### config.mk
export PLATFORM = sky130hd
export DESIGN_NAME = bfsa_cell
export DESIGN_NICKNAME = d
export VERILOG_FILES = /design/src/rtl/core/bfsa_pkg.sv /design/src/rtl/core/bfsa_cell.sv
export SDC_FILE = /design/constraint.sdc
export NUM_CORES = 1
export LEC_CHECK = 0
export ABC_AREA = 1
export BUFFER_PORTS_ARGS = -buffer_cell sky130_fd_sc_hd__buf_2
export CAP_MARGIN = 20
export CORE_MARGIN = 8
export CORE_UTILIZATION = 53
export CTS_BUF_LIST = sky130_fd_sc_hd__clkbuf_8
export DETAILED_ROUTE_END_ITERATION = 10
export PLACE_DENSITY = 0.88
export RECOVER_POWER = 100
export SLEW_MARGIN = 20
export SYNTH_ARGS = -nofsm -noshare
export SYNTH_HDL_FRONTEND = slang
export SYNTH_SLANG_ARGS = --single-unit
### constraint.sdc
create_clock -name clk -period 3.75 [get_ports clk]
set_input_delay 0.375 -clock clk [delete_from_list [all_inputs] [get_ports clk]]
set_output_delay 0.375 -clock clk [all_outputs]
set_load 0.03 [all_outputs]
### src/rtl/core/bfsa_pkg.sv
// ----------------------------------------------------------------------------
// Best-fit segment allocator package
// Shared codes and the control bundle passed from the sequencer to the cells.
// ----------------------------------------------------------------------------
package bfsa_pkg;

	localparam int OWNER_BITS = 16;
	localparam int PORT_BITS  = 16;
	localparam int SLACK_BITS = 8;

	localparam logic [1:0] ST_OK      = 2'd0;
	localparam logic [1:0] ST_NOFIT   = 2'd1;
	localparam logic [1:0] ST_NOOWNER = 2'd2;
	localparam logic [1:0] ST_FULL    = 2'd3;

	localparam logic CMD_ALLOC = 1'b0;
	localparam logic CMD_FREE  = 1'b1;

	localparam logic REG_MEMORY_UNITS = 1'b0;
	localparam logic REG_SPLIT_SLACK  = 1'b1;

	localparam logic [2:0] OP_HOLD    = 3'd0;
	localparam logic [2:0] OP_ROTATE  = 3'd1;
	localparam logic [2:0] OP_INIT    = 3'd2;
	localparam logic [2:0] OP_GRANT   = 3'd3;
	localparam logic [2:0] OP_SPLIT   = 3'd4;
	localparam logic [2:0] OP_RELEASE = 3'd5;
	localparam logic [2:0] OP_MERGE   = 3'd6;

	typedef struct packed {
		logic [2:0]            op;
		logic [OWNER_BITS-1:0] owner;
	} cell_ctl_t;

endpackage

### src/rtl/core/bfsa_cell.sv
// ----------------------------------------------------------------------------
// Segment cell
// Holds one table entry and moves it to or from its neighbours on command.
// ----------------------------------------------------------------------------
module bfsa_cell #(
	parameter int ADDR_BITS  = 16,
	parameter int IDX_BITS   = 6,
	parameter int CELL_INDEX = 0,
	parameter bit IS_LAST    = 1'b0,
	parameter logic [ADDR_BITS-1:0] RESET_SIZE = '0
) (
	input  logic                           clk,
	input  logic                           arst_n,
	input  bfsa_pkg::cell_ctl_t            ctl,
	input  logic [IDX_BITS-1:0]            pos,
	input  logic [ADDR_BITS-1:0]           a_start,
	input  logic [ADDR_BITS-1:0]           a_size,
	input  logic [ADDR_BITS-1:0]           prv_start,
	input  logic [ADDR_BITS-1:0]           prv_size,
	input  logic                           prv_free,
	input  logic [bfsa_pkg::OWNER_BITS-1:0] prv_owner,
	input  logic [ADDR_BITS-1:0]           nxt_start,
	input  logic [ADDR_BITS-1:0]           nxt_size,
	input  logic                           nxt_free,
	input  logic [bfsa_pkg::OWNER_BITS-1:0] nxt_owner,
	output logic [ADDR_BITS-1:0]           seg_start,
	output logic [ADDR_BITS-1:0]           seg_size,
	output logic                           seg_free,
	output logic [bfsa_pkg::OWNER_BITS-1:0] seg_owner
);

	localparam logic [IDX_BITS:0] ME = (IDX_BITS+1)'(CELL_INDEX);

	logic [ADDR_BITS-1:0]            start_q, size_q, start_d, size_d;
	logic                            free_q, free_d;
	logic [bfsa_pkg::OWNER_BITS-1:0] owner_q, owner_d;
	logic [IDX_BITS:0]               pos_x, pos_n;

	assign pos_x = {1'b0, pos};
	assign pos_n = pos_x + (IDX_BITS+1)'(1);

	always_comb begin
		start_d = start_q;
		size_d  = size_q;
		free_d  = free_q;
		owner_d = owner_q;
		unique case (ctl.op)
			bfsa_pkg::OP_ROTATE: begin
				start_d = nxt_start;
				size_d  = nxt_size;
				free_d  = nxt_free;
				owner_d = nxt_owner;
			end
			bfsa_pkg::OP_INIT: begin
				start_d = '0;
				size_d  = (CELL_INDEX == 0) ? a_size : '0;
				free_d  = (CELL_INDEX == 0);
				owner_d = '0;
			end
			bfsa_pkg::OP_GRANT: begin
				if (ME == pos_x) begin
					free_d  = 1'b0;
					owner_d = ctl.owner;
				end
			end
			bfsa_pkg::OP_SPLIT: begin
				if (ME == pos_x) begin
					size_d  = a_size;
					free_d  = 1'b0;
					owner_d = ctl.owner;
				end else if (ME == pos_n) begin
					start_d = a_start;
					size_d  = nxt_size;
					free_d  = 1'b1;
					owner_d = '0;
				end else if (ME > pos_n) begin
					start_d = prv_start;
					size_d  = prv_size;
					free_d  = prv_free;
					owner_d = prv_owner;
				end
			end
			bfsa_pkg::OP_RELEASE: begin
				if (ME == pos_x) begin
					free_d  = 1'b1;
					owner_d = '0;
				end
			end
			bfsa_pkg::OP_MERGE: begin
				if (ME == pos_x) begin
					size_d = size_q + nxt_size;
				end else if (ME > pos_x) begin
					start_d = IS_LAST ? '0 : nxt_start;
					size_d  = IS_LAST ? '0 : nxt_size;
					free_d  = IS_LAST ? 1'b0 : nxt_free;
					owner_d = IS_LAST ? '0 : nxt_owner;
				end
			end
			default: begin
			end
		endcase
	end

	always_ff @(posedge clk or negedge arst_n) begin
		if (!arst_n) begin
			start_q <= '0;
			size_q  <= (CELL_INDEX == 0) ? RESET_SIZE : '0;
			free_q  <= (CELL_INDEX == 0);
			owner_q <= '0;
		end else begin
			start_q <= start_d;
			size_q  <= size_d;
			free_q  <= free_d;
			owner_q <= owner_d;
		end
	end

	assign seg_start = start_q;
	assign seg_size  = size_q;
	assign seg_free  = free_q;
	assign seg_owner = owner_q;

endmodule

Word level (Yosys, flattened, before mapping). Cells that the tools add are included.

Flip-flop bits (word level): 49. Input bits: 157.

$add $sub $neg: 2. $lt $le $gt $ge: 2. Eq/ne operators: 14. Muxes and demuxes: 28. Reduce and logical (&&, ||, !) cells: 7.

Operators by type and width (number): $mux W16 (17); $pmux W16 S4 (2); $pmux W16 S6 (1); $add A16 B16 Y16 (1); $logic_not A7 Y1 (2); $ne A2 B2 Y1 const B (5); $eq A3 B3 Y1 const B (3); $add A6 B1 Y7 const B (1); $gt A1 B7 Y1 const A (1); $mux W1 (7); $eq A3 B2 Y1 const B (2); $gt A1 B6 Y1 const A (1); $ne A3 B3 Y1 const B (2); $pmux W1 S6 (1); $reduce_and A6 Y1 (1); $reduce_bool A6 Y1 (1); $reduce_and A5 Y1 (1); $ne A4 B4 Y1 const B (1); $reduce_bool A4 Y1 (1); $eq A3 B1 Y1 const B (1); $reduce_and A3 Y1 (1).

Longest topological paths before layout.
Depth in word-level cells: 6. Gate-level depth with buffers: 15. Mapped depth without buffers: 15.

Least setup slack after synthesis. No wires, ideal clock.

Path kind: reg2reg. Start: register size_q[0], in the netlist seg_size[0]. End: register size_q[12], in the netlist seg_size[12]. Library setup time: 0.117 ns. Arrival time: 1.920 ns. Slack: 1.713 ns. Stages on the path, launching flop included: 16. Buffers on the path: 0. Period minus slack after synthesis: 2.037 ns. Cells stage by stage: dfrtp_1 ha_1 inv_1 fa_1 inv_1 nand3_1 nand2_1 nand3_1 nand2_1 nand2_1 nand2_1 nand2_1 nand3_1 nand2_1 nand2_1 nand2_1.

Word-level cells in the longest chain between the ends: 3.

RTL lines: start, declared (RTL line bfsa_cell.sv:34) `logic [ADDR_BITS-1:0] start_q, size_q, start_d, size_d;`; start signal, assigned (RTL line bfsa_cell.sv:107) `size_q <= (CELL_INDEX == 0) ? RESET_SIZE : '0;`; start signal, assigned (RTL line bfsa_cell.sv:112) `size_q <= size_d;`; $add A16 B16 Y16 (RTL line bfsa_cell.sv:91) `size_d = size_q + nxt_size;`; $mux W16 (RTL line bfsa_cell.sv:90) `if (ME == pos_x) begin`; $pmux W16 S4 (RTL line bfsa_cell.sv:47) `unique case (ctl.op)`.

Every way passes these cells. A chain may end at the register's enable or synchronous reset.

Worst setup path after layout.
Start: input port pos[0]. End: register size_q[3], in the netlist seg_size[3].

Word-level cells in the longest chain between the ends: 5. Elaborated cells on any way between the ends: 12. Classes of those cells: add/sub (1); order compare (2); eq/ne (2); mux (4); reduce/logical (3).

RTL lines: start, declared (RTL line bfsa_cell.sv:15) `input logic [IDX_BITS-1:0] pos,`; parallel branches: the longest is 5 deep, another holds $add A6 B1 Y7.

Parallel ways; which one is timed is not known.

==> results.md <==
* Max clock buf depth at 2
* Most frequent cells in the layout: 295 x nand2_1, 154 x buf_2, 65 x inv_1
* Routed len/inst at 14.9 um
* Syn avg cell area at 6.13 sq um
* Post-route non-filler standard cell count at 1036
* Post-Synthesis Cells at 740
* Number of synthesized flops with an enable pin at 0
* Fin. max-slew vios at 50
* Register area share after synthesis at 27.0%
* Fin area at 5510 sq um
* Residual DRC at 0
* Total number of vias at 5392
* Placed Area at 5530 sq um
* DP Wirelength at ~12000 um
* Clk Latency, worst-skew pair at 0.32 ns
* Slew HR at -77.4%
* GP Congestion at 0.973
* Synth cell types at 38
* Max FO, Critical Path at 25
* Crit path arrival time at ~3 ns
* Setup CP Type: in2reg
* Setup Skew at slightly below 0.009 ns
* Crit path launch type: input pin
* Inserted Diodes at 0
* CTS Sinks at 49
* Outcome: finished, violations left
* Fin crit share at about three quarters
* Hold Buf Count CTS at 0
* Synth Flop Type: dfrtp_1
* Post-CTS Setup Bufs at 0
* Worst path cell trace: clkbuf_1 -> inv_1 -> ha_1 -> nand3_1 -> nand2_1 -> inv_2 -> nand3_1 -> nand2_1 -> inv_2 -> nand3b_1 -> nand2_1 -> inv_1
* Tightest Pin Transition at 2.66 ns
* Antenna violations before repair at 0
* DIE WIDTH at 109 um
* Final Hold Vio Count at 0
* CP max-delay cell: nand2_1
* Final core utilization at 66.7%
* Failing checks: capacitance limit, slew limit
* Total track usage at 25.3%
* CTS tree: yes
* FP Rows at 33
* Core area at about 8300 sq um
* Largest net degree at the start of global routing at 50
* MaxCap Viol Count at 1
* PnR worst setup slack at 0.945 ns
* RSZ-0062 raised after global routing: false
* Commonest non-fill, non-tap cell in the layout: nand2_1
* Post-synthesis async set-or-reset flop share at 100%
* Setup slack at placement at 1.17 ns
* Fin Hold WS at 0.349 ns
* CTS Root Cell: clkbuf_8
* CP peak stage delay at 0.74 ns
* Post-route minimum period at 2.80 ns
* Pwr Density at about 380 nW/um^2
* Full die area at 11800 sq um
* Layout cell share with drive strength beyond 1 at 21.1%
* Post_cts resized at 0
* H-tree levels at 2
* # placed instances at 1028
* Netlist Area Pre-Place at 4540 sq um
* Chip height at 109 um
* First-pass GRT wire length at 24400 um
* Overflow after GRT at 0
* Starting Density at a little over half
* Leak Pwr at 3.11 nW
* Vias in the first global route at 5075
* Nets at 1105
* ANT nets after route at 0
* Most frequent CP cell: nand2_1
* Ys Warns at 0
* Clock transition at path regs at between 0.1 and 0.15 ns
* Final setup fails at 0
* DRT iter0 DRCs at 372
* Sum Neg Setup Slack at 0 ns
* Final wirelength at 15400 um
* Syn_nets at between 900 and 1000
* HP Class: in2reg
* Fmax at 357 MHz
* Number of port buffers at 205
* Peak supply drop at 0.000207 V
* Yosys reg bits at 49
* Number of CTS-inserted buffers at 5
* Critical Path RT at approximately 4.0 ns
* Vias per cell at 5.20
* CP endpoint kind: flop
* Tot Pwr at 2.09 mW
* Pre-antenna DRT Iters at 5
* Boundary Pins at 206
* Area growth, synth to finish at 21.4%
[synth_stat cells, types with 2 or more instances]
cell,count,area [sq um]
o22ai_1,2,12.5
ha_1,17,213
xor2_1,2,17.5
buf_4,8,60.1
inv_1,65,244
a21oi_1,39,195
nand4_1,4,25.0
dfrtp_1,48,1200
nand3_2,4,40.0
nand2_1,290,1090
o21ai_0,43,215
nor2_1,63,236
buf_6,4,45.0
a21oi_2,2,17.5
nand2_4,3,33.8
o21ai_1,29,145
buf_2,9,45.0
nand3b_1,13,97.6
inv_2,9,33.8
nor2_2,3,18.8
nand3_1,52,260
nand2_2,10,62.6
buf_8,2,30.0
nor3_1,5,25.0
[final cells by class]
cell class	count	area [sq um]
Multi-Input combinational cell	591	2790
Fill cell	841	2750
Sequential cell	49	1230
Timing Repair Buffer	208	985
Inverter	75	287
Tap cell	105	131
Clock buffer	5	68.8
Clock inverter	3	21.3
[final timing paths]
path | endpoint | cells past startpoint | slack [ns] | from
worst min-delay path | seg_owner[7] | 3 | 0.35 | nxt_owner[7]
max in group asynchronous | seg_start[0] | 1 | 1.36 | arst_n
worst min register to register | seg_free | 2 | 0.48 | seg_free
worst max-delay path | seg_size[3] | 12 | 0.95 | pos[0]
worst max register to register | seg_size[12] | 15 | 1.56 | seg_size[0]
min in group asynchronous | seg_start[13] | 1 | 0.90 | arst_n
[cells by family after synthesis]
logic type      after synthesis  share of synthesized area [%]
buf+inv                     100                           10.5
fa+ha+maj                    18                           5.13
compound gates              119                           13.6
flops                        49                           27.0
simple gates                452                           43.4
xor+xnor                      2                          0.386
[critical path: cells and delay by family]
kind | cells | cell delay [ns]
and+or+nand+nor | 6 | 1.67
buffers and inverters | 5 | 0.84
adders and majority gates | 1 | 0.20
[sequential cells by signal, summed over array words and instances (netlist names)]
name,count
seg_free,1
seg_size,16
seg_start,16
seg_owner,16
[layer usage]
layer	up-vias	GRT usage (%)	share of wire, %
met5	-	0	0
met2	259	42.3	47
li1	2740	-	-
met4	0	6.55	1.7
met3	24	5.65	10
met1	2369	32.1	42
[report_power, final]
| part | switching [mW] | leakage, nW | internal (mW) |
|---|---|---|---|
| combinational | 0.724 | 2.46 | 0.321 |
| sequential | 0.0747 | 0.602 | 0.637 |
| clock | 0.199 | 0.0445 | 0.133 |
Note: power is estimated with default switching activity, not from simulation.
